$ cat config.mk
export PLATFORM = sky130hd
export DESIGN_NAME = tgii_front
export DESIGN_NICKNAME = d
export VERILOG_FILES = /design/src/design/tangent_grid_inverse_index_core_defines.svh /design/src/design/tgii_pkg.sv /design/src/design/tgii_front.sv
export SDC_FILE = /design/constraint.sdc
export NUM_CORES = 1
export LEC_CHECK = 0
export ABC_AREA = 1
export ABC_CLOCK_PERIOD_IN_PS = 15400
export BUFFER_PORTS_ARGS = -buffer_cell sky130_fd_sc_hd__buf_2
export CAP_MARGIN = 20
export CORE_MARGIN = 5
export CORE_UTILIZATION = 45
export CTS_CLUSTER_DIAMETER = 40
export DETAILED_ROUTE_END_ITERATION = 8
export PLACE_DENSITY = 0.81
export SYNTH_ARGS = -nofsm -noshare
export SYNTH_HDL_FRONTEND = slang
export SYNTH_SLANG_ARGS = --single-unit
$ cat constraint.sdc
create_clock -name aclk -period 15.4 [get_ports aclk]
set_input_delay 4.62 -clock aclk [delete_from_list [all_inputs] [get_ports aclk]]
set_output_delay 4.62 -clock aclk [all_outputs]
set_load 0.03 [all_outputs]
$ cat src/design/tangent_grid_inverse_index_core_defines.svh
// assertion macros for the tangent grid inverse index core
// expects aclk and aresetn in the scope of each use
`ifndef TANGENT_GRID_INVERSE_INDEX_CORE_DEFINES_SVH
`define TANGENT_GRID_INVERSE_INDEX_CORE_DEFINES_SVH

`define TGII_ASSERT_IMPLY(lbl, ante, cons, msg) \
    lbl: assert property (@(posedge aclk) disable iff (!aresetn) (ante) |-> (cons)) \
        else $error(msg);

`define TGII_ASSERT_AFTER_RESET(lbl, cons, msg) \
    lbl: assert property (@(posedge aclk) !aresetn |=> (cons)) \
        else $error(msg);

`endif

$ cat src/design/tgii_pkg.sv
// shared constants, types and the arctangent table of the grid index core
// no dependencies
package tgii_pkg;

    localparam int INDEX_BITS    = 16;
    localparam int CORDIC_STAGES = 24;

    localparam int COORD_W   = 32;
    localparam int CW        = 35;
    localparam int ZW        = 32;
    localparam int GRID_W    = 16;
    localparam int CFG_IDX_W = 3;
    localparam int PROD_W    = 64;
    localparam int RND_SHIFT = 45;
    localparam int RND_W     = PROD_W + 1 - RND_SHIFT;

    localparam logic [PROD_W:0]   RND_HALF = (PROD_W + 1)'(1) << (RND_SHIFT - 1);
    localparam logic [PROD_W-1:0] MAX_IDX  = (PROD_W'(1) << INDEX_BITS) - PROD_W'(1);

    localparam logic [CFG_IDX_W-1:0] CFG_RANGE_LOW   = 3'd0;
    localparam logic [CFG_IDX_W-1:0] CFG_RANGE_HIGH  = 3'd1;
    localparam logic [CFG_IDX_W-1:0] CFG_CENTRE      = 3'd2;
    localparam logic [CFG_IDX_W-1:0] CFG_WIDTH       = 3'd3;
    localparam logic [CFG_IDX_W-1:0] CFG_ANGLE_START = 3'd4;
    localparam logic [CFG_IDX_W-1:0] CFG_INDEX_SCALE = 3'd5;

    localparam logic [COORD_W-1:0] RST_RANGE_LOW   = 32'd0;
    localparam logic [COORD_W-1:0] RST_RANGE_HIGH  = 32'd65536;
    localparam logic [COORD_W-1:0] RST_CENTRE      = 32'd32768;
    localparam logic [COORD_W-1:0] RST_WIDTH       = 32'd65536;
    localparam logic [COORD_W-1:0] RST_ANGLE_START = 32'd0;
    localparam logic [COORD_W-1:0] RST_INDEX_SCALE = 32'd65536;

    typedef struct packed {
        logic [COORD_W-1:0] range_low;
        logic [COORD_W-1:0] range_high;
        logic [COORD_W-1:0] centre;
        logic [COORD_W-1:0] width;
        logic [COORD_W-1:0] angle_start;
        logic [COORD_W-1:0] index_scale;
    } tgii_cfg_t;

    typedef struct packed {
        logic [CW-1:0] x;
        logic [CW-1:0] y;
        logic [ZW-1:0] z;
        logic          oor;
    } cordic_word_t;

    // atan(2^-i) in Q3.29
    function automatic logic [ZW-1:0] atan_entry(input int idx);
        case (idx)
            0:  return 32'd421657428;
            1:  return 32'd248918915;
            2:  return 32'd131521918;
            3:  return 32'd66762579;
            4:  return 32'd33510843;
            5:  return 32'd16771758;
            6:  return 32'd8387925;
            7:  return 32'd4194219;
            8:  return 32'd2097141;
            9:  return 32'd1048575;
            10: return 32'd524288;
            11: return 32'd262144;
            12: return 32'd131072;
            13: return 32'd65536;
            14: return 32'd32768;
            15: return 32'd16384;
            16: return 32'd8192;
            17: return 32'd4096;
            18: return 32'd2048;
            19: return 32'd1024;
            20: return 32'd512;
            21: return 32'd256;
            22: return 32'd128;
            23: return 32'd64;
            24: return 32'd32;
            25: return 32'd16;
            26: return 32'd8;
            27: return 32'd4;
            28: return 32'd2;
            29: return 32'd1;
            default: return '0;
        endcase
    endfunction

endpackage

$ cat src/design/tgii_front.sv
// input stage: range check, offset from centre and sign fold of the vector
// depends on tgii_pkg
module tgii_front (
    input  logic                        aclk,
    input  logic                        aresetn,
    input  logic                        in_valid,
    output logic                        in_ready,
    input  logic [tgii_pkg::COORD_W-1:0] coord,
    input  tgii_pkg::tgii_cfg_t         cfg,
    output logic                        out_valid,
    output tgii_pkg::cordic_word_t      out_word,
    input  logic                        out_ready
);
    import tgii_pkg::*;

    logic          vld_reg;
    cordic_word_t  word_reg;
    cordic_word_t  word_next;
    logic [CW-1:0] coord_x;
    logic [CW-1:0] centre_x;
    logic [CW-1:0] width_x;
    logic          out_low;
    logic          out_high;

    assign coord_x  = {{(CW-COORD_W){coord[COORD_W-1]}}, coord};
    assign centre_x = {{(CW-COORD_W){cfg.centre[COORD_W-1]}}, cfg.centre};
    assign width_x  = {{(CW-COORD_W){cfg.width[COORD_W-1]}}, cfg.width};

    assign out_low  = $signed(coord) < $signed(cfg.range_low);
    assign out_high = $signed(coord) > $signed(cfg.range_high);

    // negative width flips both components
    always_comb begin
        word_next.oor = out_low || out_high;
        word_next.z   = '0;
        if (cfg.width[COORD_W-1]) begin
            word_next.x = CW'(0) - width_x;
            word_next.y = centre_x - coord_x;
        end else begin
            word_next.x = width_x;
            word_next.y = coord_x - centre_x;
        end
    end

    assign in_ready  = !vld_reg || out_ready;
    assign out_valid = vld_reg;
    assign out_word  = word_reg;

    always_ff @(posedge aclk) begin
        if (!aresetn) begin
            vld_reg <= 1'b0;
        end else if (in_ready) begin
            vld_reg <= in_valid;
        end
    end

    always_ff @(posedge aclk) begin
        if (in_ready && in_valid) begin
            word_reg <= word_next;
        end
    end

endmodule

# ---- After elaboration in Yosys (flattened, before gate mapping)
# Index checks and enable logic that the tools add are counted.
dict set report word_totals {
  input_bits 228
  word_cells 15
  out_inout_bits 105
  register_bits 70
}
dict set report classes {
  addsub 3
  mux 1
  order_cmp 2
  reduce_logical 4
}
# operator n
set ops {}
lappend ops {{66-bit two-way mux} 1}
lappend ops {{32-bit by 32-bit subtractor with 33-bit output} 2}
lappend ops {{1-bit by 32-bit subtractor with 33-bit output, first input constant} 1}
lappend ops {{32-bit > comparator} 1}
lappend ops {{32-bit < comparator} 1}
lappend ops {{1-bit logical OR} 2}
lappend ops {{1-bit logical AND} 1}
lappend ops {{1-bit logical NOT} 1}

# ---- Depth between registers and ports, before layout
dict set report depth {
  depth_word 3
  mapped_depth 16
  ltp_nobuf 16
}

# ---- Worst setup path after synthesis
# OpenSTA, ideal clock, no wires.
dict set report synth_timing {
  path_kind {input port to output port}
  startpoint {input out_ready}
  endpoint {output in_ready}
  n_path_buf 0
  t_arrival_ns 4.872
  path_slack_ns 5.908
  path_stages 2
  path_cell_list {inv_1 nand2_1}
}
dict set report synth_via {
  elab_chain_cells 1
}
# element line_no
set synth_rtl {}
lappend synth_rtl {{start: declaration} tgii_front.sv:12} ;# input logic out_ready
lappend synth_rtl {{1-bit logical OR} tgii_front.sv:45} ;# assign in_ready = !vld_reg || out_ready;
lappend synth_rtl {{end: declaration} tgii_front.sv:7} ;# output logic in_ready,
# Every way passes these cells.

# ---- Worst setup path in the final report
# Ends and elaborated chain as after synthesis.

==> report_table.html <==
<table>
<tr><th>Metric</th><th>Value</th></tr>
<tr><th colspan="2">Outcome</th></tr>
<tr><td>Outcome</td><td>finished, final reports clean</td></tr>
<tr><th colspan="2">Clocking</th></tr>
<tr><td>Clock edge transition at the registers on the reported setup and hold paths</td><td>50 ps</td></tr>
<tr><td>H-tree levels</td><td>3</td></tr>
<tr><td>Root Buffer</td><td>sky130_fd_sc_hd__clkbuf_16</td></tr>
<tr><td>Post-cts sizing count</td><td>0</td></tr>
<tr><td>Hold buffer count at cts</td><td>0</td></tr>
<tr><td>Count of clock tree sinks</td><td>68</td></tr>
<tr><td>Max Root-Sink Buffers</td><td>2</td></tr>
<tr><td>Setup bufs post-CTS</td><td>0</td></tr>
<tr><td>Clock insertion delay at the later pin of the skew report</td><td>between 300 and 400 ps</td></tr>
<tr><td>CTS tree</td><td>yes</td></tr>
<tr><td>CTS Buf Count</td><td>9</td></tr>
<tr><th colspan="2">Finish</th></tr>
<tr><td>Commonest cells after routing, fill and taps aside</td><td>506 x sky130_fd_sc_hd__nand2_1, 304 x sky130_fd_sc_hd__inv_1, 236 x sky130_fd_sc_hd__buf_2, 128 x sky130_fd_sc_hd__ha_1, 99 x sky130_fd_sc_hd__nor2_1</td></tr>
<tr><td>Most common library cell in the layout ignoring fill and taps</td><td>sky130_fd_sc_hd__nand2_1</td></tr>
<tr><td>Layout cell share with drive strength beyond 1</td><td>between 10% and 20%</td></tr>
<tr><td>Final net count</td><td>between 2k and 2.5k</td></tr>
<tr><td>Antenna fix cells</td><td>0</td></tr>
<tr><td>Post-route insts no fill</td><td>just over 2k</td></tr>
<tr><td>Layout fillers</td><td>about 2.1k</td></tr>
<tr><td>Synth-to-layout area growth</td><td>17.6%</td></tr>
<tr><th colspan="2">Place</th></tr>
<tr><td>Post-DP HPWL</td><td>between 20000 and 25000 um</td></tr>
<tr><td>PortBufs</td><td>236</td></tr>
<tr><td>Placer congestion estimate</td><td>between 0.9 and 1</td></tr>
<tr><td>Placed cell count</td><td>a little over 2k</td></tr>
<tr><th colspan="2">Setup path</th></tr>
<tr><td>Worst Path Required</td><td>10780 ps</td></tr>
<tr><td>Type of the worst setup path</td><td>in2out</td></tr>
<tr><td>Critical Path, Cell by Cell</td><td>buf_2 -&gt; inv_1 -&gt; nand2_1 -&gt; buf_2</td></tr>
<tr><td>Worst reg2reg startpoint</td><td>out_valid</td></tr>
<tr><td>Worst-path cell with the longest stage delay</td><td>sky130_fd_sc_hd__buf_2</td></tr>
<tr><td>Crit path buffers/inverters</td><td>3</td></tr>
<tr><td>Critical path's largest stage delay</td><td>approximately 180 ps</td></tr>
<tr><td>Startpoint type of the worst setup path</td><td>primary input</td></tr>
<tr><td>Crit end category</td><td>primary output</td></tr>
<tr><td>Signal arrival time at the worst endpoint</td><td>~5100 ps</td></tr>
<tr><td>Critical path's most frequent cell</td><td>sky130_fd_sc_hd__buf_2</td></tr>
<tr><td>Worst setup path startpoint</td><td>out_ready</td></tr>
<tr><td>Worst Path Max Fanout</td><td>2</td></tr>
<tr><td>Gate family responsible for the most delay along the worst path</td><td>buffers and inverters</td></tr>
<tr><th colspan="2">STA</th></tr>
<tr><td>Part of the cycle the worst path needs</td><td>62.8%</td></tr>
<tr><td>RSZ-0062 raised after global routing</td><td>no</td></tr>
<tr><td>Pins over their slew limit</td><td>0</td></tr>
<tr><td>Final TNS setup</td><td>0 ps</td></tr>
<tr><td>Transition at the pin with the smallest max-transition slack</td><td>879 ps</td></tr>
<tr><td>Final Hold Fails</td><td>0</td></tr>
<tr><td>Peak clock frequency supported by timing</td><td>between 100 and 150 MHz</td></tr>
<tr><td>Clock tree skew after final layout</td><td>between 10 and 15 ps</td></tr>
<tr><td>Setup violators final</td><td>0</td></tr>
<tr><td>Final worst path period need</td><td>9680 ps</td></tr>
<tr><td>Headroom to the max-slew limit</td><td>about two fifths</td></tr>
<tr><th colspan="2">Synth</th></tr>
<tr><td>Number of synthesized register bits</td><td>about 70</td></tr>
<tr><td>Most common flop cell mapped by yosys</td><td>sky130_fd_sc_hd__edfxtp_1</td></tr>
<tr><td>Number of warnings reported in the yosys synthesis log</td><td>0</td></tr>
<tr><td>Share of synthesized area occupied by flip-flops and latches</td><td>between 20% and 30%</td></tr>
<tr><td>Syn avg cell area</td><td>roughly 6.3 um^2</td></tr>
<tr><td>Number of library cell types mapped by synthesis</td><td>41</td></tr>
<tr><td>Count of flip-flops with a built-in enable after synthesis</td><td>67</td></tr>
<tr><td>Combined area of all synthesized cells</td><td>~9600 um^2</td></tr>
<tr><td>Gate Count Post-Synth</td><td>1527</td></tr>
<tr><td>Fraction of synthesis flops using an asynchronous set or reset pin</td><td>0%</td></tr>
<tr><th colspan="2">Global routing</th></tr>
<tr><td>Number of antenna violations at the first check in global routing</td><td>0</td></tr>
<tr><td>Vias in the first global route</td><td>about 10k</td></tr>
<tr><td>Total global-route track usage</td><td>around 23%</td></tr>
<tr><td>Leftover overflow at the end of global routing</td><td>0</td></tr>
<tr><td>First-pass GRT wire length</td><td>45800 um</td></tr>
<tr><td>Maximum number of pins on one net before global-route repair</td><td>68</td></tr>
<tr><th colspan="2">Route</th></tr>
<tr><td>Detailed-route wire length</td><td>29000 um</td></tr>
<tr><td>Number of nets with antenna violations after detailed routing</td><td>0</td></tr>
<tr><td>DRC violation count after routing</td><td>0</td></tr>
<tr><td>Number of iterations in the first detailed-routing pass</td><td>5</td></tr>
<tr><td>Via/cell ratio</td><td>~5</td></tr>
<tr><td>Overall via count from detail_route</td><td>a little over 10k</td></tr>
<tr><td>Violation count after the first detailed-route iteration</td><td>approximately 690</td></tr>
<tr><td>Routed wirelength normalized by instance count</td><td>roughly 14 um</td></tr>
<tr><th colspan="2">Pwr</th></tr>
<tr><td>Highest ir drop seen on vdd</td><td>0.0494 mV</td></tr>
<tr><td>Overall power of the completed layout</td><td>approximately 0.82 mW</td></tr>
<tr><td>Power per standard cell area</td><td>between 70 and 80 nW/um^2</td></tr>
<tr><td>Leakage</td><td>roughly 6.6 nW</td></tr>
<tr><th colspan="2">Hold path</th></tr>
<tr><td>Tightest Hold Check Type</td><td>reg2reg</td></tr>
<tr><td>Launch instance of the worst min-delay path</td><td>out_valid</td></tr>
<tr><th colspan="2">Die</th></tr>
<tr><td>Placement Rows</td><td>53</td></tr>
<tr><td>Core box area</td><td>21000 um^2</td></tr>
<tr><td>Overall die area</td><td>24400 um^2</td></tr>
<tr><td>IO Pins</td><td>~330</td></tr>
<tr><td>Vertical extent of the die</td><td>~160 um</td></tr>
<tr><td>Starting density of the core</td><td>between 40% and 50%</td></tr>
<tr><td>Die X</td><td>around 160 um</td></tr>
<tr><th colspan="2">Run</th></tr>
<tr><td>Max Cap Violations</td><td>0</td></tr>
</table>
[cell families (layout without fill, tap and decap cells)]
kind of cell | Yosys count | count (layout) | share of synthesized area [%]
and+or+nand+nor | 747 | 747 | 32.2
buffers and inverters | 365 | 571 | 15.8
AOI/OAI and AO/OA | 168 | 168 | 9.33
adders and majority gates | 130 | 130 | 17.1
DFF | 68 | 68 | 21.1
xor gates and xnor gates | 45 | 45 | 4.10
muxes | 3 | 3 | 0.312
other | 1 | 33 | 0.0390
[tightest hold or removal path, cell delays in order (launching register included)]
cell and delay, ps:
sky130_fd_sc_hd__dfxtp_1 340, sky130_fd_sc_hd__nand2_1 90, sky130_fd_sc_hd__a21boi_0 80
[registers in the layout, summed over array words and instances (netlist names)]
register	cells
out_valid	1
out_word	67
[layer usage]
layer  track usage, %  wire (um)  vias to the layer above
met5                0          0                        -
met4             8.06        815                        0
met3             3.41       2510                       64
met2             40.8      13700                      462
met1             28.7      11900                     4520
li1                 -          -                     5157
[final timing paths]
check | slack, ps | cells after the start | endpoint
worst max-delay path | 5720 | 4 | in_ready
worst min-delay path | 560 | 2 | out_valid
worst max register to register | 13810 | 2 | out_word[0]
worst min register to register | 560 | 2 | out_valid
[per-stage QoR]
step | hold WS (ps) | worst slack [ps] | util [%] | cell area (um^2)
finish | 558 | 5720 | 53.8 | 11300
detailed placement | 556 | 5720 | 52.2 | 11000
CTS | 562 | 5720 | 53.8 | 11300
floorplan | 861 | 5910 | - | 9740
global route | 592 | 5700 | 53.8 | 11300
global placement | 531 | 5720 | 52.2 | 11000
[power breakdown]
part	switching [mW]	internal, mW
Combinational	0.232	0.108
Sequential	0.00503	0.230
Clock	0.0852	0.158
Total	0.322	0.495
[area by class of cell]
type                    instances  area, um^2  area share, %
multi-input cells            1126        6200           54.8
repair buffers                239        1200           10.6
clock buffers                   9         225           1.99
clock inverters                 7         115           1.02
inverters                     316        1190           10.5
flip-flops and latches         68        2030           18.0
well taps                     275         344           3.04
[Yosys cell counts, types with 2 or more instances]
library cell,number,area (um^2)
sky130_fd_sc_hd__nand2_1,506,1900
sky130_fd_sc_hd__buf_4,37,278
sky130_fd_sc_hd__nor3_2,3,30.0
sky130_fd_sc_hd__a21oi_1,98,490
sky130_fd_sc_hd__o21ai_2,3,26.3
sky130_fd_sc_hd__o21ai_0,42,210
sky130_fd_sc_hd__o21a_1,4,30.0
sky130_fd_sc_hd__nand3_2,3,30.0
sky130_fd_sc_hd__nand4_1,25,156
sky130_fd_sc_hd__inv_1,304,1140
sky130_fd_sc_hd__edfxtp_1,67,2010
sky130_fd_sc_hd__nor2_1,99,372
sky130_fd_sc_hd__nor2_4,2,22.5
sky130_fd_sc_hd__inv_2,11,41.3
sky130_fd_sc_hd__nand3b_1,2,15.0
sky130_fd_sc_hd__nand3_1,61,305
sky130_fd_sc_hd__xor2_1,36,315
sky130_fd_sc_hd__mux2i_1,3,30.0
sky130_fd_sc_hd__o21ai_1,7,35.0
sky130_fd_sc_hd__or2_1,5,31.3
sky130_fd_sc_hd__o31ai_1,2,15.0
sky130_fd_sc_hd__buf_1,2,7.51
sky130_fd_sc_hd__buf_2,6,30.0
sky130_fd_sc_hd__fa_1,2,40.0
sky130_fd_sc_hd__clkbuf_1,4,15.0
sky130_fd_sc_hd__ha_1,128,1600
sky130_fd_sc_hd__nor3_1,14,70.1
sky130_fd_sc_hd__nor2_2,15,93.8
sky130_fd_sc_hd__nand2_2,9,56.3
sky130_fd_sc_hd__o21bai_1,8,60.1
sky130_fd_sc_hd__xnor2_1,9,78.8
(Power assumes the default switching activity.)
