$ cat src/design/tangent_grid_inverse_index_core_defines.svh
// assertion macros for the tangent grid inverse index core
// expects aclk and aresetn in the scope of each use
`ifndef TANGENT_GRID_INVERSE_INDEX_CORE_DEFINES_SVH
`define TANGENT_GRID_INVERSE_INDEX_CORE_DEFINES_SVH

`define TGII_ASSERT_IMPLY(lbl, ante, cons, msg) \
    lbl: assert property (@(posedge aclk) disable iff (!aresetn) (ante) |-> (cons)) \
        else $error(msg);

`define TGII_ASSERT_AFTER_RESET(lbl, cons, msg) \
    lbl: assert property (@(posedge aclk) !aresetn |=> (cons)) \
        else $error(msg);

`endif

$ cat src/design/tgii_pkg.sv
// shared constants, types and the arctangent table of the grid index core
// no dependencies
package tgii_pkg;

    localparam int INDEX_BITS    = 16;
    localparam int CORDIC_STAGES = 24;

    localparam int COORD_W   = 32;
    localparam int CW        = 35;
    localparam int ZW        = 32;
    localparam int GRID_W    = 16;
    localparam int CFG_IDX_W = 3;
    localparam int PROD_W    = 64;
    localparam int RND_SHIFT = 45;
    localparam int RND_W     = PROD_W + 1 - RND_SHIFT;

    localparam logic [PROD_W:0]   RND_HALF = (PROD_W + 1)'(1) << (RND_SHIFT - 1);
    localparam logic [PROD_W-1:0] MAX_IDX  = (PROD_W'(1) << INDEX_BITS) - PROD_W'(1);

    localparam logic [CFG_IDX_W-1:0] CFG_RANGE_LOW   = 3'd0;
    localparam logic [CFG_IDX_W-1:0] CFG_RANGE_HIGH  = 3'd1;
    localparam logic [CFG_IDX_W-1:0] CFG_CENTRE      = 3'd2;
    localparam logic [CFG_IDX_W-1:0] CFG_WIDTH       = 3'd3;
    localparam logic [CFG_IDX_W-1:0] CFG_ANGLE_START = 3'd4;
    localparam logic [CFG_IDX_W-1:0] CFG_INDEX_SCALE = 3'd5;

    localparam logic [COORD_W-1:0] RST_RANGE_LOW   = 32'd0;
    localparam logic [COORD_W-1:0] RST_RANGE_HIGH  = 32'd65536;
    localparam logic [COORD_W-1:0] RST_CENTRE      = 32'd32768;
    localparam logic [COORD_W-1:0] RST_WIDTH       = 32'd65536;
    localparam logic [COORD_W-1:0] RST_ANGLE_START = 32'd0;
    localparam logic [COORD_W-1:0] RST_INDEX_SCALE = 32'd65536;

    typedef struct packed {
        logic [COORD_W-1:0] range_low;
        logic [COORD_W-1:0] range_high;
        logic [COORD_W-1:0] centre;
        logic [COORD_W-1:0] width;
        logic [COORD_W-1:0] angle_start;
        logic [COORD_W-1:0] index_scale;
    } tgii_cfg_t;

    typedef struct packed {
        logic [CW-1:0] x;
        logic [CW-1:0] y;
        logic [ZW-1:0] z;
        logic          oor;
    } cordic_word_t;

    // atan(2^-i) in Q3.29
    function automatic logic [ZW-1:0] atan_entry(input int idx);
        case (idx)
            0:  return 32'd421657428;
            1:  return 32'd248918915;
            2:  return 32'd131521918;
            3:  return 32'd66762579;
            4:  return 32'd33510843;
            5:  return 32'd16771758;
            6:  return 32'd8387925;
            7:  return 32'd4194219;
            8:  return 32'd2097141;
            9:  return 32'd1048575;
            10: return 32'd524288;
            11: return 32'd262144;
            12: return 32'd131072;
            13: return 32'd65536;
            14: return 32'd32768;
            15: return 32'd16384;
            16: return 32'd8192;
            17: return 32'd4096;
            18: return 32'd2048;
            19: return 32'd1024;
            20: return 32'd512;
            21: return 32'd256;
            22: return 32'd128;
            23: return 32'd64;
            24: return 32'd32;
            25: return 32'd16;
            26: return 32'd8;
            27: return 32'd4;
            28: return 32'd2;
            29: return 32'd1;
            default: return '0;
        endcase
    endfunction

endpackage

$ cat src/design/tgii_back.sv
// angle offset, scaling multiply, rounding and saturation, output register
// depends on tgii_pkg
module tgii_back (
    input  logic                         aclk,
    input  logic                         aresetn,
    input  logic                         in_valid,
    output logic                         in_ready,
    input  tgii_pkg::cordic_word_t       in_word,
    input  tgii_pkg::tgii_cfg_t          cfg,
    output logic                         out_valid,
    output logic [tgii_pkg::GRID_W-1:0]  out_grid_index,
    output logic                         out_oor,
    input  logic                         out_ready
);
    import tgii_pkg::*;

    // diff stage
    logic               d_vld_reg;
    logic [ZW-1:0]      d_diff_reg;
    logic               d_pos_reg;
    logic               d_oor_reg;
    logic [ZW:0]        diff_next;
    logic               pos_next;
    logic               d_rdy;

    // product stage
    logic               p_vld_reg;
    logic [PROD_W-1:0]  p_prod_reg;
    logic               p_pos_reg;
    logic               p_oor_reg;
    logic               p_rdy;

    // output stage
    logic               o_vld_reg;
    logic [GRID_W-1:0]  o_grid_reg;
    logic               o_oor_reg;
    logic [GRID_W-1:0]  grid_next;
    logic [PROD_W:0]    rnd_sum;
    logic [RND_W-1:0]   rnd;
    logic [PROD_W-1:0]  rnd_x;
    logic [PROD_W-1:0]  sat;
    logic               o_rdy;

    assign o_rdy = !o_vld_reg || out_ready;
    assign p_rdy = !p_vld_reg || o_rdy;
    assign d_rdy = !d_vld_reg || p_rdy;
    assign in_ready = d_rdy;

    assign diff_next = {in_word.z[ZW-1], in_word.z}
                     - {cfg.angle_start[COORD_W-1], cfg.angle_start};
    assign pos_next  = !diff_next[ZW] && (diff_next != '0);

    always_ff @(posedge aclk) begin
        if (!aresetn) begin
            d_vld_reg <= 1'b0;
            p_vld_reg <= 1'b0;
            o_vld_reg <= 1'b0;
        end else begin
            if (d_rdy) begin
                d_vld_reg <= in_valid;
            end
            if (p_rdy) begin
                p_vld_reg <= d_vld_reg;
            end
            if (o_rdy) begin
                o_vld_reg <= p_vld_reg;
            end
        end
    end

    always_ff @(posedge aclk) begin
        if (d_rdy && in_valid) begin
            d_diff_reg <= diff_next[ZW-1:0];
            d_pos_reg  <= pos_next;
            d_oor_reg  <= in_word.oor;
        end
    end

    always_ff @(posedge aclk) begin
        if (p_rdy && d_vld_reg) begin
            p_prod_reg <= PROD_W'(d_diff_reg) * PROD_W'(cfg.index_scale);
            p_pos_reg  <= d_pos_reg;
            p_oor_reg  <= d_oor_reg;
        end
    end

    assign rnd_sum = {1'b0, p_prod_reg} + RND_HALF;
    assign rnd     = rnd_sum[PROD_W:RND_SHIFT];
    assign rnd_x   = PROD_W'(rnd);
    assign sat     = (rnd_x > MAX_IDX) ? MAX_IDX : rnd_x;

    always_comb begin
        if (p_oor_reg || !p_pos_reg) begin
            grid_next = '0;
        end else begin
            grid_next = sat[GRID_W-1:0];
        end
    end

    always_ff @(posedge aclk) begin
        if (o_rdy && p_vld_reg) begin
            o_grid_reg <= grid_next;
            o_oor_reg  <= p_oor_reg;
        end
    end

    assign out_valid      = o_vld_reg;
    assign out_grid_index = o_grid_reg;
    assign out_oor        = o_oor_reg;

endmodule
$ cat config.mk
export PLATFORM = sky130hd
export DESIGN_NAME = tgii_back
export DESIGN_NICKNAME = d
export VERILOG_FILES = /design/src/design/tangent_grid_inverse_index_core_defines.svh /design/src/design/tgii_pkg.sv /design/src/design/tgii_back.sv
export SDC_FILE = /design/constraint.sdc
export NUM_CORES = 2
export LEC_CHECK = 0
export ABC_AREA = 1
export BUFFER_PORTS_ARGS = -buffer_cell sky130_fd_sc_hd__buf_2
export CORE_UTILIZATION = 60
export DETAILED_ROUTE_END_ITERATION = 7
export HOLD_SLACK_MARGIN = 0.03
export PLACE_DENSITY = 0.9
export SLEW_MARGIN = 20
export SYNTH_ARGS = -nofsm -noshare
export SYNTH_HDL_FRONTEND = slang
export SYNTH_SLANG_ARGS = --single-unit
$ cat constraint.sdc
create_clock -name aclk -period 17.7 [get_ports aclk]
set_clock_uncertainty 0.15 [all_clocks]
set_input_delay 3.54 -clock aclk [delete_from_list [all_inputs] [get_ports aclk]]
set_output_delay 3.54 -clock aclk [all_outputs]
set_load 0.005 [all_outputs]
Word level (Yosys, flattened, before mapping)
Cells that the tools add are included.
{"block": "totals", "regBits": 120, "input_bits": 299, "elab_cells": 30}
{"block": "classes", "add_sub_neg": 2, "mul": 1, "magnitude_cmp": 1, "mux": 1, "n_reduce_logical": 14}
{"op": "$add A64 B45 Y65 const B", "count": 1}
{"op": "$mul A32 B32 Y64", "count": 1}
{"op": "$reduce_bool A33 Y1", "count": 1}
{"op": "$sub A32 B32 Y33", "count": 1}
{"op": "$gt A20 B16 Y1 const B", "count": 1}
{"op": "$mux W16", "count": 1}
{"op": "$logic_not A1 Y1", "count": 5}
{"op": "$logic_and A1 B1 Y1", "count": 4}
{"op": "$logic_or A1 B1 Y1", "count": 4}

Depth between registers and ports, before layout
{"block": "logic_depth", "depth_word": 5, "ltp_mapped": 30, "mapped_depth_nobuf": 29}

Least setup slack after synthesis
OpenSTA, ideal clock, no wires.
{"block": "synth_path", "path_kind": "input to register", "startpoint": "input cfg[5] (netlist bit)", "endpoint": "register p_prod_reg[51] (data pin)", "setup_time_ns": 0.252, "arrival_ns": 9.375, "t_required_ns": 17.298, "path_slack_ns": 7.923, "path_stages": 26, "cell_sequence": "clkbuf_1 -> nand2_1 -> fa_1 -> inv_1 -> fa_1 -> fa_1 -> inv_1 -> fa_1 -> inv_1 -> fa_1 -> fa_1 -> fa_1 -> inv_1 -> fa_1 -> inv_1 -> ha_1 -> nand2_1 -> inv_1 -> nand2_1 -> nor4_1 -> nand3_1 -> inv_1 -> a21oi_1 -> and2_1 -> nand3_1 -> nand2_1"}
{"block": "synth_between", "elab_chain_cells": 1}
{"item": "start, declared", "line": "tgii_back.sv:9", "source": "input tgii_pkg::tgii_cfg_t cfg,"}
{"item": "$mul A32 B32 Y64", "line": "tgii_back.sv:81", "source": "p_prod_reg <= PROD_W'(d_diff_reg) * PROD_W'(cfg.index_scale);"}
{"item": "end signal, assigned", "line": "tgii_back.sv:81"}
{"item": "end, declared", "line": "tgii_back.sv:28", "source": "logic [PROD_W-1:0] p_prod_reg;"}
No other way between the ends.
A chain may end at the register's enable or synchronous reset.

Worst setup path after layout
{"block": "layout_path", "startpoint": "input cfg[9] (netlist bit)", "endpoint": "register p_prod_reg[45] (data pin)"}
The elaborated chain is that of the path after synthesis.

==> results.md <==
Clock network:
- The clock tree buffer depth is 2.
- The clock-pin slew on the worst setup and hold paths is 0.06 ns.
- CTS saw 76 sinks.
- The number of buffers inserted for hold repair after clock tree synthesis is 0.
- TritonCTS built the clock tree.
- The buffer cell driving the clock tree root is sky130_fd_sc_hd__clkbuf_16.
- The post-CTS resize count is 0.
- The clock tree synthesis step divided the H-tree into 3 levels.
- Counting the buffers created by CTS gives 9.
- The number of setup buffers added after CTS is 0.
- At the later pin of the worst-skew pair, clock insertion delay measures 0.35 ns.

Global routing:
- The number of global-route vias before repair is 36,600.
- The met2 capacity usage during global routing is 58.2%.
- The overall overflow remaining after global route is 0.
- The first global-routing pass estimated 177,000 µm of wire.
- Entering global routing, the biggest net connects 35 pins.
- The met3 usage in global routing is 3.90%.
- The number of antenna violations at the first check in global routing is 2.
- After global routing, the most crowded layer is met2.
- Global routing consumed, on the met1 layer, 40.7% of the routing resources.
- In the global route stage, overall resource usage came out at 32.9%.

Drt:
- The violation count after the first detailed-routing iteration is 2,661.
- The number of vias per cell after detailed routing is ~5.3.
- The routed layout has 33,200 vias.
- The total detailed-routing wirelength is 105,000 µm.
- In the routed design, unresolved DRC markers number 10.
- The post-detailed-route count of antenna-violating nets is 0.
- The pre-antenna-repair detailed-routing pass consisted of 8 iterations.
- In the final routed layout, each cell accounts on average for ~17 µm.

Logic synthesis:
- Synthesis handed over a netlist of 5,369 instances.
- By area the synthesized netlist is led by sky130_fd_sc_hd__fa_1 (45%), sky130_fd_sc_hd__inv_1 (17%), sky130_fd_sc_hd__nand2_1 (14%), sky130_fd_sc_hd__ha_1 (9.1%), sky130_fd_sc_hd__edfxtp_1 (5.5%).
- In the synthesized netlist the async set-or-reset flop fraction comes to 0%.
- The number of nets handed over by synthesis was 6,857.
- Counting flops with a built-in enable in the synthesized netlist gives 73.
- The number of synthesized register bits is 76.
- Yosys instantiated no cell more often than sky130_fd_sc_hd__inv_1.
- The biggest area contributor in the post-synthesis netlist is sky130_fd_sc_hd__fa_1.
- After synthesis, the most frequently instantiated cells are sky130_fd_sc_hd__inv_1 (1,792), sky130_fd_sc_hd__nand2_1 (1,518), sky130_fd_sc_hd__fa_1 (896), sky130_fd_sc_hd__ha_1 (293), sky130_fd_sc_hd__clkbuf_1 (191).
- Yosys printed 0 warnings.
- Sequential cells were found to cover 5.60% of the synthesized design area.
- A synthesized cell averages 7.49 µm².
- The share of Yosys cell area claimed by the top area cell type is roughly 45%.
- In this run the cell area of the synthesized design comes to 40,200 µm².
- The number of distinct library cells after synthesis is 43.
- The most instantiated flip-flop cell in the synthesis netlist is sky130_fd_sc_hd__edfxtp_1.

Setup path:
- For the worst flop-to-flop path, the logic depth is 22.
- The endpoint identified for the worst register-to-register timing path is p_prod_reg[45].
- Grouping stages by cell kind, the critical path spends the most delay in adder cells.
- The startpoint type of the worst setup path is an input pin.
- STA classifies the critical path endpoint as a flip-flop.
- The critical path goes through buf_2 -> nand2_1 -> inv_1 -> fa_1 -> fa_1 -> inv_1 -> fa_1 -> fa_1 -> inv_1 -> fa_1 -> fa_1 -> fa_1 -> fa_1 -> ha_1 -> nand2_1 -> nor2_1 -> inv_1 -> nor2_1 -> nand2_1 -> o21ai_0 -> a21boi_0 -> xnor2_1.
- At the worst endpoint, the required time is between 15 and 20 ns.
- The critical path's most frequent cell is sky130_fd_sc_hd__fa_1.
- For this run, the slowest stage of the critical path takes 0.59 ns.
- The start of the worst register-to-register path is d_diff_reg[19].
- Among all stages on the critical path, the largest delay is contributed by sky130_fd_sc_hd__buf_2.
- The class of the most critical setup path is in2reg.
- The register-to-register path setup slack is 9.74 ns.
- Counting both buffers and inverters, the worst setup path holds a total of 5.
- The worst-path maximum fanout is 32.
- Data on the critical path arrives at its endpoint at 10.90 ns.

STA:
- The transition at the pin with the smallest max-transition slack is 0.894 ns.
- Setup violations remaining at the end of the flow were counted as 0.
- The worst hold margin is ~0.28 ns.
- Setup repair after global routing left no endpoint under its margin.
- The sum of negative setup slack is 0 ns.
- The timing-limited maximum frequency is 91.2 MHz.
- The worst slew slack as a fraction of its limit is 40.2%.
- Setup slack on the critical path of the routed design comes to 6.74 ns.
- The final cycle utilization of the critical path is 61.9%.
- The clock period minus final worst setup slack is 10.96 ns.
- The max-slew violation count came to 0.
- The final hold violation count is 0.

Run status:
- The run finished, with violations left.
- The final reports fail on DRC.

Finish:
- The register with the most flip-flops in the layout has 32 of them.
- After filler insertion, the fill cell instance count of the layout stands at 5,269.
- After the last flow step, the layout net total stands at just under 7,000.
- The filler-free cell count of the finished design is 6,211.
- The layout overhead on the synthesized area is 3.71%.
- In the final layout, the share of cells above drive strength 1 is 3.52%.

Worst hold path:
- The terminating pin of the worst hold path is p_pos_reg.
- The worst min-delay path category is reg2reg.
- The worst hold path was traced through 0 stages.
- The critical hold path startpoint is d_pos_reg.

Die:
- The number of standard-cell rows in the floorplan is 94.
- The area of the core is 66,000 µm².
- The die covers between 60,000 and 70,000 µm².
- The initial utilization of the core area, before any placement, comes to 60.9%.
- The boundary pin count is 318.
- Measured along the x axis, the die boundary spans around 260 µm.
- The height of the chip is 261 µm.

Place:
- The routability-driven placement congestion ratio is 0.986.
- The count of input and output buffers is 119.
- The HPWL after detailed placement is 87,600 µm.
- OpenSTA, run right after detailed placement, puts the worst setup slack at 6.59 ns.
- After detailed placement, the design holds a cell count of 6,191.

Flow run:
- Max-cap violations in this run came to 0.
-- final cells by class --
class / count / area [µm²] / share of cell area (%)
Antenna cell: 4 / 10.0 / 0.0240
Multi-Input combinational cell: 3304 / 30500 / 73.1
Clock inverter: 7 / 65.1 / 0.156
Sequential cell: 76 / 2250 / 5.40
Clock buffer: 9 / 225 / 0.540
Inverter: 1792 / 6730 / 16.1
Tap cell: 864 / 1080 / 2.59
Timing Repair Buffer: 155 / 866 / 2.08
-- layout by cell type (no fill, tap or decap), drive strengths merged, types with 30 or more instances in the layout --
| cell | count |
|---|---|
| inv | 1797 |
| nand2 | 1520 |
| fa | 896 |
| ha | 293 |
| nor2 | 174 |
| buf | 155 |
| a21oi | 103 |
| nand3 | 102 |
| edfxtp | 73 |
| o21ai | 54 |
| nor3 | 30 |
-- cell families after synthesis --
| group | count (synthesis) | synth area share [%] |
|---|---|---|
| buffers and inverters | 1989 | 18.6 |
| AND/OR/NAND/NOR | 1872 | 18.4 |
| XOR/XNOR | 31 | 0.675 |
| flip-flops | 76 | 5.60 |
| AO/OA/AOI/OAI | 212 | 2.95 |
| adder cells (fa/ha/maj) | 1189 | 53.7 |
-- worst reg2reg max path, cell delays in order (launching register included) --
cell	delay [ns]
sky130_fd_sc_hd__edfxtp_1	0.32
sky130_fd_sc_hd__buf_4	0.46
sky130_fd_sc_hd__nand2_1	0.14
sky130_fd_sc_hd__inv_1	0.12
sky130_fd_sc_hd__fa_1	0.45
sky130_fd_sc_hd__fa_1	0.58
sky130_fd_sc_hd__inv_1	0.07
sky130_fd_sc_hd__fa_1	0.49
sky130_fd_sc_hd__fa_1	0.53
sky130_fd_sc_hd__inv_1	0.06
sky130_fd_sc_hd__fa_1	0.57
sky130_fd_sc_hd__fa_1	0.44
sky130_fd_sc_hd__fa_1	0.57
sky130_fd_sc_hd__fa_1	0.49
sky130_fd_sc_hd__ha_1	0.35
sky130_fd_sc_hd__nand2_1	0.10
sky130_fd_sc_hd__nor2_1	0.21
sky130_fd_sc_hd__inv_1	0.11
sky130_fd_sc_hd__nor2_1	0.23
sky130_fd_sc_hd__nand2_1	0.08
sky130_fd_sc_hd__o21ai_0	0.40
sky130_fd_sc_hd__a21boi_0	0.27
sky130_fd_sc_hd__xnor2_1	0.49
-- routing by layer --
metal | up-vias | share of wire, %
met1 | 16100 | 37
met2 | 1704 | 50
met5 | - | 0.012
li1 | 14900 | -
met3 | 459 | 8.2
met4 | 2 | 4.6
-- through the flow --
stage          area (µm²)  utilization (%)
6_report            41700             63.2
5_1_grt             41700             63.2
2_1_floorplan       40200                -
3_3_place_gp        41400             62.7
4_1_cts             41700             63.2
3_5_place_dp        41400             62.7
-- worst max path at each step --
| stage | from | to | slack [ns] | depth (start not counted) |
|---|---|---|---|---|
| after floorplan | cfg[5] | p_prod_reg[51] | 7.92 | 26 |
| after global placement | cfg[9] | p_prod_reg[45] | 6.78 | 22 |
| after detailed placement | cfg[9] | p_prod_reg[45] | 6.59 | 22 |
| after CTS | cfg[9] | p_prod_reg[45] | 6.87 | 22 |
| after global routing | cfg[9] | p_prod_reg[45] | 6.57 | 22 |
| final | cfg[9] | p_prod_reg[45] | 6.74 | 22 |
Power is not shown: default switching activity piles up to over one toggle a cycle in this logic, so the estimate is an artifact.
