===== src/design/tangent_grid_inverse_index_core_defines.svh =====
// assertion macros for the tangent grid inverse index core
// expects aclk and aresetn in the scope of each use
`ifndef TANGENT_GRID_INVERSE_INDEX_CORE_DEFINES_SVH
`define TANGENT_GRID_INVERSE_INDEX_CORE_DEFINES_SVH

`define TGII_ASSERT_IMPLY(lbl, ante, cons, msg) \
    lbl: assert property (@(posedge aclk) disable iff (!aresetn) (ante) |-> (cons)) \
        else $error(msg);

`define TGII_ASSERT_AFTER_RESET(lbl, cons, msg) \
    lbl: assert property (@(posedge aclk) !aresetn |=> (cons)) \
        else $error(msg);

`endif


===== src/design/tgii_pkg.sv =====
// shared constants, types and the arctangent table of the grid index core
// no dependencies
package tgii_pkg;

    localparam int INDEX_BITS    = 16;
    localparam int CORDIC_STAGES = 24;

    localparam int COORD_W   = 32;
    localparam int CW        = 35;
    localparam int ZW        = 32;
    localparam int GRID_W    = 16;
    localparam int CFG_IDX_W = 3;
    localparam int PROD_W    = 64;
    localparam int RND_SHIFT = 45;
    localparam int RND_W     = PROD_W + 1 - RND_SHIFT;

    localparam logic [PROD_W:0]   RND_HALF = (PROD_W + 1)'(1) << (RND_SHIFT - 1);
    localparam logic [PROD_W-1:0] MAX_IDX  = (PROD_W'(1) << INDEX_BITS) - PROD_W'(1);

    localparam logic [CFG_IDX_W-1:0] CFG_RANGE_LOW   = 3'd0;
    localparam logic [CFG_IDX_W-1:0] CFG_RANGE_HIGH  = 3'd1;
    localparam logic [CFG_IDX_W-1:0] CFG_CENTRE      = 3'd2;
    localparam logic [CFG_IDX_W-1:0] CFG_WIDTH       = 3'd3;
    localparam logic [CFG_IDX_W-1:0] CFG_ANGLE_START = 3'd4;
    localparam logic [CFG_IDX_W-1:0] CFG_INDEX_SCALE = 3'd5;

    localparam logic [COORD_W-1:0] RST_RANGE_LOW   = 32'd0;
    localparam logic [COORD_W-1:0] RST_RANGE_HIGH  = 32'd65536;
    localparam logic [COORD_W-1:0] RST_CENTRE      = 32'd32768;
    localparam logic [COORD_W-1:0] RST_WIDTH       = 32'd65536;
    localparam logic [COORD_W-1:0] RST_ANGLE_START = 32'd0;
    localparam logic [COORD_W-1:0] RST_INDEX_SCALE = 32'd65536;

    typedef struct packed {
        logic [COORD_W-1:0] range_low;
        logic [COORD_W-1:0] range_high;
        logic [COORD_W-1:0] centre;
        logic [COORD_W-1:0] width;
        logic [COORD_W-1:0] angle_start;
        logic [COORD_W-1:0] index_scale;
    } tgii_cfg_t;

    typedef struct packed {
        logic [CW-1:0] x;
        logic [CW-1:0] y;
        logic [ZW-1:0] z;
        logic          oor;
    } cordic_word_t;

    // atan(2^-i) in Q3.29
    function automatic logic [ZW-1:0] atan_entry(input int idx);
        case (idx)
            0:  return 32'd421657428;
            1:  return 32'd248918915;
            2:  return 32'd131521918;
            3:  return 32'd66762579;
            4:  return 32'd33510843;
            5:  return 32'd16771758;
            6:  return 32'd8387925;
            7:  return 32'd4194219;
            8:  return 32'd2097141;
            9:  return 32'd1048575;
            10: return 32'd524288;
            11: return 32'd262144;
            12: return 32'd131072;
            13: return 32'd65536;
            14: return 32'd32768;
            15: return 32'd16384;
            16: return 32'd8192;
            17: return 32'd4096;
            18: return 32'd2048;
            19: return 32'd1024;
            20: return 32'd512;
            21: return 32'd256;
            22: return 32'd128;
            23: return 32'd64;
            24: return 32'd32;
            25: return 32'd16;
            26: return 32'd8;
            27: return 32'd4;
            28: return 32'd2;
            29: return 32'd1;
            default: return '0;
        endcase
    endfunction

endpackage


===== src/design/tgii_cfg_regs.sv =====
// configuration register file of the grid index core
// depends on tgii_pkg
module tgii_cfg_regs (
    input  logic                          aclk,
    input  logic                          aresetn,
    input  logic                          cfg_valid,
    output logic                          cfg_ready,
    input  logic [tgii_pkg::CFG_IDX_W-1:0] cfg_index,
    input  logic [tgii_pkg::COORD_W-1:0]   cfg_wdata,
    output tgii_pkg::tgii_cfg_t           cfg
);
    import tgii_pkg::*;

    tgii_cfg_t cfg_reg;
    tgii_cfg_t cfg_next;

    assign cfg_ready = 1'b1;
    assign cfg       = cfg_reg;

    always_comb begin
        cfg_next = cfg_reg;
        if (cfg_valid) begin
            case (cfg_index)
                CFG_RANGE_LOW:   cfg_next.range_low   = cfg_wdata;
                CFG_RANGE_HIGH:  cfg_next.range_high  = cfg_wdata;
                CFG_CENTRE:      cfg_next.centre      = cfg_wdata;
                CFG_WIDTH:       cfg_next.width       = cfg_wdata;
                CFG_ANGLE_START: cfg_next.angle_start = cfg_wdata;
                CFG_INDEX_SCALE: cfg_next.index_scale = cfg_wdata;
                default: ;
            endcase
        end
    end

    always_ff @(posedge aclk) begin
        if (!aresetn) begin
            cfg_reg.range_low   <= RST_RANGE_LOW;
            cfg_reg.range_high  <= RST_RANGE_HIGH;
            cfg_reg.centre      <= RST_CENTRE;
            cfg_reg.width       <= RST_WIDTH;
            cfg_reg.angle_start <= RST_ANGLE_START;
            cfg_reg.index_scale <= RST_INDEX_SCALE;
        end else begin
            cfg_reg <= cfg_next;
        end
    end

endmodule


===== config.mk =====
export PLATFORM = sky130hd
export DESIGN_NAME = tgii_cfg_regs
export DESIGN_NICKNAME = d
export VERILOG_FILES = /design/src/design/tangent_grid_inverse_index_core_defines.svh /design/src/design/tgii_pkg.sv /design/src/design/tgii_cfg_regs.sv
export SDC_FILE = /design/constraint.sdc
export NUM_CORES = 1
export LEC_CHECK = 0
export BUFFER_PORTS_ARGS = -buffer_cell sky130_fd_sc_hd__buf_2
export CORE_UTILIZATION = 50
export CTS_BUF_LIST = sky130_fd_sc_hd__clkbuf_8 sky130_fd_sc_hd__clkbuf_16
export CTS_CLUSTER_SIZE = 25
export DETAILED_ROUTE_END_ITERATION = 8
export GPL_TIMING_DRIVEN = 0
export PLACE_DENSITY = 0.79
export SYNTH_ARGS = -nofsm -noshare
export SYNTH_HDL_FRONTEND = slang
export SYNTH_SLANG_ARGS = --single-unit

===== constraint.sdc =====
create_clock -name aclk -period 1.4 [get_ports aclk]
set_input_delay 0.21 -clock aclk [delete_from_list [all_inputs] [get_ports aclk]]
set_output_delay 0.21 -clock aclk [all_outputs]
set_load 0.005 [all_outputs]

# == Word level (Yosys, flattened, before mapping) ==
# Index checks and enable logic that the tools add are counted.
# totals
register_bits,192
inputBits,38
out_inout_bits,193
# classes
n_eq_ne,5
n_reduce_logical,7
# ops
op,n
AND reduction 2 bit,6
== test 3 x 2 -> 1 bit (second input constant),2
== test 3 bit (second input constant),2
== test 3 x 1 -> 1 bit (second input constant),1
zero test 3 bit,1

# == Logic depth before layout (Yosys ltp) ==
# Gate-level depths: netlist (run 1).
# depth
ltp_word,2
depth_mapped,5

# == Worst setup path before layout (run 1) ==
# No wires, ideal clock.
# synth_timing
kind,input to register
startpoint,input port cfg_index[0] in the netlist's numbering
endpoint,register cfg_reg (netlist bit cfg[160])
setup_time_ns,0.072
t_arrival_ns,1.124
path_slack_ns,0.204
path_stages,4
n_path_buf,2
path_cell_list,buf_6 nor4b_4 buf_6 mux2i_1
# synth_via
elab_chain_len,2
# synth_rtl
element,line,source
"start, declared",tgii_cfg_regs.sv:8,"input logic [tgii_pkg::CFG_IDX_W-1:0] cfg_index,"
zero test 3 bit,tgii_cfg_regs.sv:23,case (cfg_index)
AND reduction 2 bit (no line),-,
"end signal, assigned",tgii_cfg_regs.sv:44,cfg_reg <= cfg_next;
"end, declared",tgii_cfg_regs.sv:14,tgii_cfg_t cfg_reg;
# Every way passes these cells.
# A chain may end at the register's enable or synchronous reset.

==> run metrics, run 1 <==
Root Buffer=clkbuf_16; cell area after layout=8932 um2; final setup vio count=0; commonest non-fill, non-tap cells in the layout=236 x buf_2, 220 x nand2_1, 192 x mux2i_1, 192 x dfxtp_1; Die H=120.3 um; htree depth=4; Area growth syn-to-layout=27.57%; Setup crit start kind=primary input; Gates resized, CTS repair=0; HPWL after DPL=between 10000 and 15000 um; Cell Pwr Density=1241 nW/um2; Row Count=42; worst clock skew=0 ns; CP max stage delay=approximately 0.53 ns; DR iter-0 viols=279; Cell Chain, Critical Path=buf_2 -> clkbuf_1 -> nand2_1 -> mux2i_1; FMAX=~0.86 GHz; worst ir drop on vdd=1.339 mV; CTS Buf Count=17; Total Routing Usage GR=around 26%; Worst path slowest cell=clkbuf_1; RSZ-0062 raised after global routing=no; hold depth=3; initial core utilization=52.05%; Worst Path Class, Setup=primary input to flop; DR DRC count=0; post-synth cell types=14; Skew-Pair Late Insertion Delay=between 0.4 and 0.5 ns; Area contributors post-synth=dfxtp_1 55%, mux2i_1 27%, nand2_1 12%; critical path endpoint category=flop; share of cells above drive strength 1=between 30% and 40%; Tcrit/Tclk final=82.61%; top cell type's share of synthesized area=54.90%; Sink Count=about 190; post-synth top area cell=dfxtp_1; most common cell after layout, fill and taps aside=buf_2; Hold Violations, Final=0; slew of the pin with the lowest slew margin=roughly 0.65 ns; Worst Path Arrival=1.51 ns; CTS tree=built; hold buffer count at cts=0; DR vias=5503; setup TNS=0 ns; leakage power total=4.794 nW; core area=13450 um2; Post-CTS Setup Bufs=0; # port buffers=~230; Post-Route WL=approximately 18000 um; Final Core Density=approximately 66%; worst reg2reg path depth=2; average cell area after synthesis=around 11 um2; flops & latches, synth=approximately 190; worst-path fanout max=10; Synth Net Count=approximately 700; Placed Cells=between 1k and 1.5k; Die X=120.3 um; Max Buffers Root-to-Sink=2; Pre-Repair DR Iteration Count=4; antenna violations before repair=0; mapped cell area=approximately 7000 um2; # IOs=between 200 and 250; final net count=around 950; first-pass GRT wire length=around 29000 um; largest net degree at the start of global routing=17; min Tclk post-route=approximately 1.2 ns; R2R Setup Slk=~0.74 ns; Placed Area=between 8000 and 9000 um2; clock transition at the registers of the reported paths=0.06 ns; max-cap viol count=0; WL/cell=about 17 um; final cell count without fillers=~1.1k; RD Place Congestion=just over 0.8; run status=completed; WP data required=between 1.5 and 2 ns; post-route ant nets=0; max-slew violations=0; Ys Warns=0; Rel. slew slack=56.82%; sequential area share after synthesis=between 50% and 60%; cell count after synthesis=between 600 and 700; max FFs per register=192; Die ar.=about 14000 um2; GRT overflow=0; vias per cell=around 5.0; Diodes inserted=0; type of the tightest min-delay check=primary input to flop; vias in the first global route=approximately 5.4k
-- area by class of cell --
cell class	count	area [um2]
fill	1112	4521
tap	176	220.2
multi-input combinational	425	2865
clock inverter	13	121.4
timing repair buffer	227	1136
buffer	48	292.8
sequential	192	3844
clock buffer	19	452.9
-- metrics by stage --
stage	hold WS, ns	power (mW)	setup WS [ns]
after floorplan	0.3704	6.156	0.2041
after global placement	0.4395	6.469	-0.2336
after detailed placement	0.4436	6.482	-0.2572
after CTS	0.03976	11.15	0.1854
after global routing	0.05907	11.44	0.1163
final	0.06320	11.08	0.2435
-- power breakdown --
part	internal, mW	switching [mW]
clock	2.70	2.03
sequential	5.58	0.0590
combinational	0.282	0.433
total	8.56	2.52
-- cell usage after synthesis (all sizes together) --
cell type,count
and4bb,1
buf,31
clkbuf,17
conb,1
dfxtp,192
mux2i,192
nand2,220
nand4b,2
nand4bb,2
nor2b,6
nor4b,1
-- per-layer routing --
layer | global-route usage, % | routed length, um
met5 | 0 | 0
met4 | 9.259 | 337
met3 | 7.500 | 1054
met2 | 42.85 | 8743
met1 | 32.32 | 8274
-- worst max-delay path: cells and delay by family --
family / cells / cell delay, ns
mux: 1 / 0.21
buf+inv: 2 / 0.76
simple gates: 1 / 0.33
-- worst paths after layout --
path                                     from        to
worst min register to register       cfg[138]  cfg[138]
worst min-delay path            cfg_wdata[15]  cfg[111]
worst max-delay path                  aresetn   cfg[92]
worst max register to register         cfg[6]    cfg[6]
-- logic make-up after synthesis --
group	after synthesis	share of synthesized area [%]
flip-flops	192	54.90
other	1	0.05356
multiplexers	192	27.45
buffers and inverters	48	4.182
AND/OR/NAND/NOR	232	13.42
No activity file was read; power rests on OpenSTA's default activity.
==> run 2, diff against run 1 <==
CORE_UTILIZATION = 45   (was 50)
PLACE_DENSITY = 0.75   (was 0.79)
clock period = 1 ns   (was 1.4 ns; I/O delays follow)
==> run 2 against run 1 <==
The flow now finishes with violations (setup timing); sequential power rose by 41%; critical endpoint is now cfg[128]; largest power group unchanged; critical path depth is 3 lower; clock power increased by 40%; worst setup slack got worse by 0.28 ns; cell count grew 3.8%; global-route usage shrank 0.78 points; via count grew 3.2%; utilization shrank 0.50 points; sequential share of layout area shrank 2.3 points.
==> run metrics, run 2 (synthesis results as in run 1) <==
run status=complete, but fails checks; failing checks=setup timing; WL/cell=~17 um; sw power=3.814 mW; r2r endpoint=cfg[15]; Worst path slowest cell=dfxtp_2; Most Used Layer, Global Route=met2; worst-path fanout max=2; Die ar.=about 16000 um2; RD Place Congestion=roughly 0.77; cell area after layout=~10000 um2; worst clock skew=0 ns; CP max stage delay=roughly 0.35 ns; HPWL after DPL=13350 um; Row Count=45; htree depth=4; initial core utilization=46.06%; Post-Route WL=19980 um; Fillers=~1.2k; CP bufs+invs=1; footprint of the multi-input gates=between 2000 and 3000 um2; Max Buffers Root-to-Sink=2; share of cells above drive strength 1=55.14%; first-pass GRT wire length=~30000 um; largest net degree at the start of global routing=18; Sink Count=between 150 and 200; worst reg2reg path depth=4; GR Util met1=between 30% and 40%; Rel. slew slack=65.08%; commonest non-fill, non-tap cells in the layout=220 x nand2_1, 192 x mux2i_1, 192 x dfxtp_2; Seq. cell area=a little over 4000 um2; max FFs per register=~190; Crit. Startpoint=cfg[128]; Placed Area=roughly 8400 um2; Root Buffer=clkbuf_16; Tcrit/Tclk final=103.5%; met2 Usage GRT=between 40% and 50%; R2R Setup Slk=0.18 ns; antenna violations before repair=0; final setup vio count=192; DR DRC count=0; Logic pwr share=7.3%; Die X=between 100 and 150 um; Setup crit start kind=flop; crit-path leading delay family=flip-flops; R2R Path Start=cfg[15]; clock transition at the registers of the reported paths=0.07 ns; Total Routing Usage GR=25.22%; min Tclk post-route=between 1 and 1.5 ns; hold_ws=~0.053 ns; CTS tree=built; Area growth syn-to-layout=43.08%; leakage power total=a little over 5 nW; Placed Cells=approximately 1.1k; CP endpoint=cfg[128]; met3 GRT Util=between 5 and 6%; Cell Pwr Density=1569 nW/um2; critical path endpoint category=output pin; share of total power in the clock network=42.1%; core area=between 15000 and 20000 um2; Hold Violations, Final=0; Worst Path Arrival=between 0.8 and 0.9 ns; Tot Pwr=around 16 mW; WP data required=roughly 0.85 ns; # port buffers=227; Cell Chain, Critical Path=buf_6; worst ir drop on vdd=about 1.1 mV; Sw Ratio=approximately 24%; max-cap viol count=0; # IOs=231; part of the power in registers=50.6%; GRT overflow=0; slew of the pin with the lowest slew margin=between 0.5 and 0.6 ns; Skew-Pair Late Insertion Delay=0.43 ns; Final Core Density=about two thirds; DP Worst Slack=-0.5573 ns; CTS Buf Count=17; Worst Path Class, Setup=flop to output pin; Worst Slack Setup Final=-0.03523 ns; DR iter-0 viols=about 250; Diodes inserted=0; post-route ant nets=0; setup TNS=-3.600 ns; internal power=around 12 mW; final cell count without fillers=around 1.1k; Pre-Repair DR Iteration Count=4; type of the tightest min-delay check=primary input to flop; max-slew violations=0; vias in the first global route=~5.6k; most common cell after layout, fill and taps aside=nand2_1; final net count=between 900 and 1k; RSZ-0062 raised after global routing=yes; vias per cell=between 4 and 5; FMAX=a little under 1 GHz; cell count along the critical path=1; Die H=roughly 130 um; DR vias=~5.7k
==> run 2: cell types whose count changed in the layout (fill, tap and decap cells not counted), sizes merged <==
| cell | before | now |
|---|---|---|
| clkinv | 6 | 4 |
| dlygate4sd3 | 0 | 1 |
| bufinv | 2 | 1 |
| inv | 4 | 6 |
| buf | 258 | 286 |
| clkinvlp | 1 | 3 |
==> run 2: layout make-up <==
type                    instances  area share [%]
flip-flops and latches        192           40.76
multi-input cells             425           28.60
repair buffers                257           19.42
clock buffers                  18           4.384
plain buffers                  48           3.197
well taps                     188           2.348
clock inverters                14           1.286
==> run 2: routing by layer <==
layer / vias to the layer above / part of all wire (%)
li1: 2746 / -
met1: 2729 / 43
met2: 172 / 49
met3: 34 / 5.1
met4: 0 / 2.5
met5: - / 0
==> run 2: how the worst min path moves through the flow <==
stage | startpoint | slack, ns | endpoint | cells after the start
6_report | cfg_wdata[16] | 0.05 | cfg[80] | 3
5_1_grt | cfg_wdata[16] | 0.06 | cfg[16] | 3
4_1_cts | cfg_index[0] | 0.01 | cfg[179] | 3
3_5_place_dp | cfg_wdata[15] | 0.44 | cfg[111] | 3
3_3_place_gp | cfg[149] | 0.44 | cfg[149] | 2
2_1_floorplan | cfg_wdata[15] | 0.31 | cfg[111] | 2
==> run 2: power by group through the flow <==
stage | logic, mW | registers (mW) | clock network, mW
2_1_floorplan | 0.541 | 8.08 | 0
3_3_place_gp | 1.01 | 8.06 | 0
3_5_place_dp | 1.01 | 8.07 | 0
4_1_cts | 1.10 | 7.93 | 6.71
5_1_grt | 1.25 | 7.96 | 7.03
6_report | 1.15 | 7.95 | 6.62
==> run 2: timing repair <==
item	4_1_cts	5_1_grt
pin swaps	0	1
hold buffers	1	0
buffers inserted	9	20
endpoints found under the hold margin	1	0
setup endpoints to repair	253	219
gates resized for setup	261	36
==> run 3, diff against run 2 <==
SKIP_LAST_GASP = 1   (was not set)
==> run 3 against run 2 <==
The flow still finishes with violations (setup timing); sequential power about the same; total power hardly changed; critical endpoint is now cfg[48]; routed wire length up 0.11%; clock skew stayed put; flip-flop and latch count unchanged; clock-buffer cell count unchanged; first-iteration DRC count up 2.4%; sequential share of layout area is the same; largest power group unchanged.
==> run metrics, run 3 (synthesis results as in run 1) <==
Seq. cell area=between 4000 and 5000 um2; initial core utilization=46.06%; CTS Buf Count=17; Tcrit/Tclk final=103.5%; crit-path leading delay family=flip-flops; final net count=a little under 1k; share of cells above drive strength 1=a little under three fifths; max-slew violations=0; Tot Pwr=15.72 mW; critical path endpoint category=output pin; worst clock skew=0 ns; Placed Cells=between 1k and 1.5k; GRT overflow=0; final cell count without fillers=roughly 1.1k; # port buffers=about 230; WP data required=around 0.85 ns; footprint of the multi-input gates=approximately 2900 um2; Post-Route WL=approximately 20000 um; Pre-Repair DR Iteration Count=4; first-pass GRT wire length=just over 30000 um; htree depth=4; Sink Count=192; Rel. slew slack=about two thirds; Row Count=45; WL/cell=around 18 um; RSZ-0062 raised after global routing=yes; min Tclk post-route=1.035 ns; clock transition at the registers of the reported paths=0.07 ns; antenna violations before repair=0; Worst Path Arrival=around 0.88 ns; Max Buffers Root-to-Sink=2; post-route ant nets=0; RD Place Congestion=roughly 0.77; CP max stage delay=0.34 ns; max FFs per register=between 150 and 200; Cell Chain, Critical Path=buf_2; commonest non-fill, non-tap cells in the layout=220 x nand2_1, 192 x mux2i_1, 192 x dfxtp_2; Die H=approximately 130 um; core area=about 15000 um2; Area growth syn-to-layout=43.08%; CP bufs+invs=1; most common cell after layout, fill and taps aside=nand2_1; max-cap viol count=0; Worst Slack Setup Final=-0.03468 ns; Skew-Pair Late Insertion Delay=roughly 0.43 ns; run status=complete, but fails checks; HPWL after DPL=13350 um; DR iter-0 viols=255; largest net degree at the start of global routing=18; type of the tightest min-delay check=primary input to flop; Total Routing Usage GR=about a quarter; Die X=126.7 um; setup TNS=-3.459 ns; slew of the pin with the lowest slew margin=~0.53 ns; worst-path fanout max=2; Hold Violations, Final=0; Worst path slowest cell=dfxtp_2; Diodes inserted=0; final setup vio count=about 190; # IOs=231; vias per cell=about 5.0; failing checks=setup timing; cell area after layout=around 10000 um2; CTS tree=built; worst ir drop on vdd=1.125 mV; leakage power total=~5.1 nW; Cell Pwr Density=1569 nW/um2; Root Buffer=clkbuf_16; vias in the first global route=5551; Placed Area=between 8000 and 9000 um2; DR vias=5721; Setup crit start kind=flop; Fillers=about 1.2k; DR DRC count=0; Worst Path Class, Setup=flop to output pin; Die ar.=around 16000 um2; FMAX=0.9665 GHz
==> run 3: metal layers <==
layer,global-route usage [%],part of all wire (%),vias up
met1,31.05,43,2764
met2,42.61,49,181
met4,10.43,2.5,0
met3,5.736,5.1,34
met5,0,0,-
li1,-,-,2742
==> run 3: through the flow <==
step | util (%) | hold slack (ns) | setup slack, ns
after floorplan | - | 0.3104 | -0.1343
after global routing | 65.90 | 0.06186 | -0.07911
after global placement | 55.17 | 0.4391 | -0.5425
after CTS | 63.76 | 0.01376 | -0.05577
final | 65.90 | 0.05829 | -0.03468
after detailed placement | 55.17 | 0.4423 | -0.5573
==> run 3: path summary, 6_finish.rpt <==
kind,start,end,slack (ns),cells after the start
setup reg to reg,cfg[15],cfg[15],0.18,4
hold reg to reg,cfg[150],cfg[150],0.45,2
hold / removal,cfg_wdata[16],cfg[80],0.06,3
setup / recovery,cfg[48],cfg[48],-0.03,1
==> run 3: cell type report <==
cell class | instances | share of cell area [%]
plain buffers | 48 | 3.197
well taps | 188 | 2.348
clock inverters | 14 | 1.286
clock buffers | 18 | 4.384
flip-flops and latches | 192 | 40.76
multi-input cells | 425 | 28.60
repair buffers | 257 | 19.42
==> run 3: repair_timing <==
| action | CTS | global route |
|---|---|---|
| setup endpoints to repair | 253 | 228 |
| hold buffers | 1 | 0 |
| pin swaps | 0 | 1 |
| buffers inserted | 9 | 20 |
| resized for setup | 260 | 38 |
| endpoints found under the hold margin | 1 | 0 |
==> run 3: report_power, final <==
part | total [mW] | switching (mW) | internal [mW]
registers | 7.95 | 0.106 | 7.84
clock network | 6.62 | 3.08 | 3.54
logic | 1.15 | 0.627 | 0.527
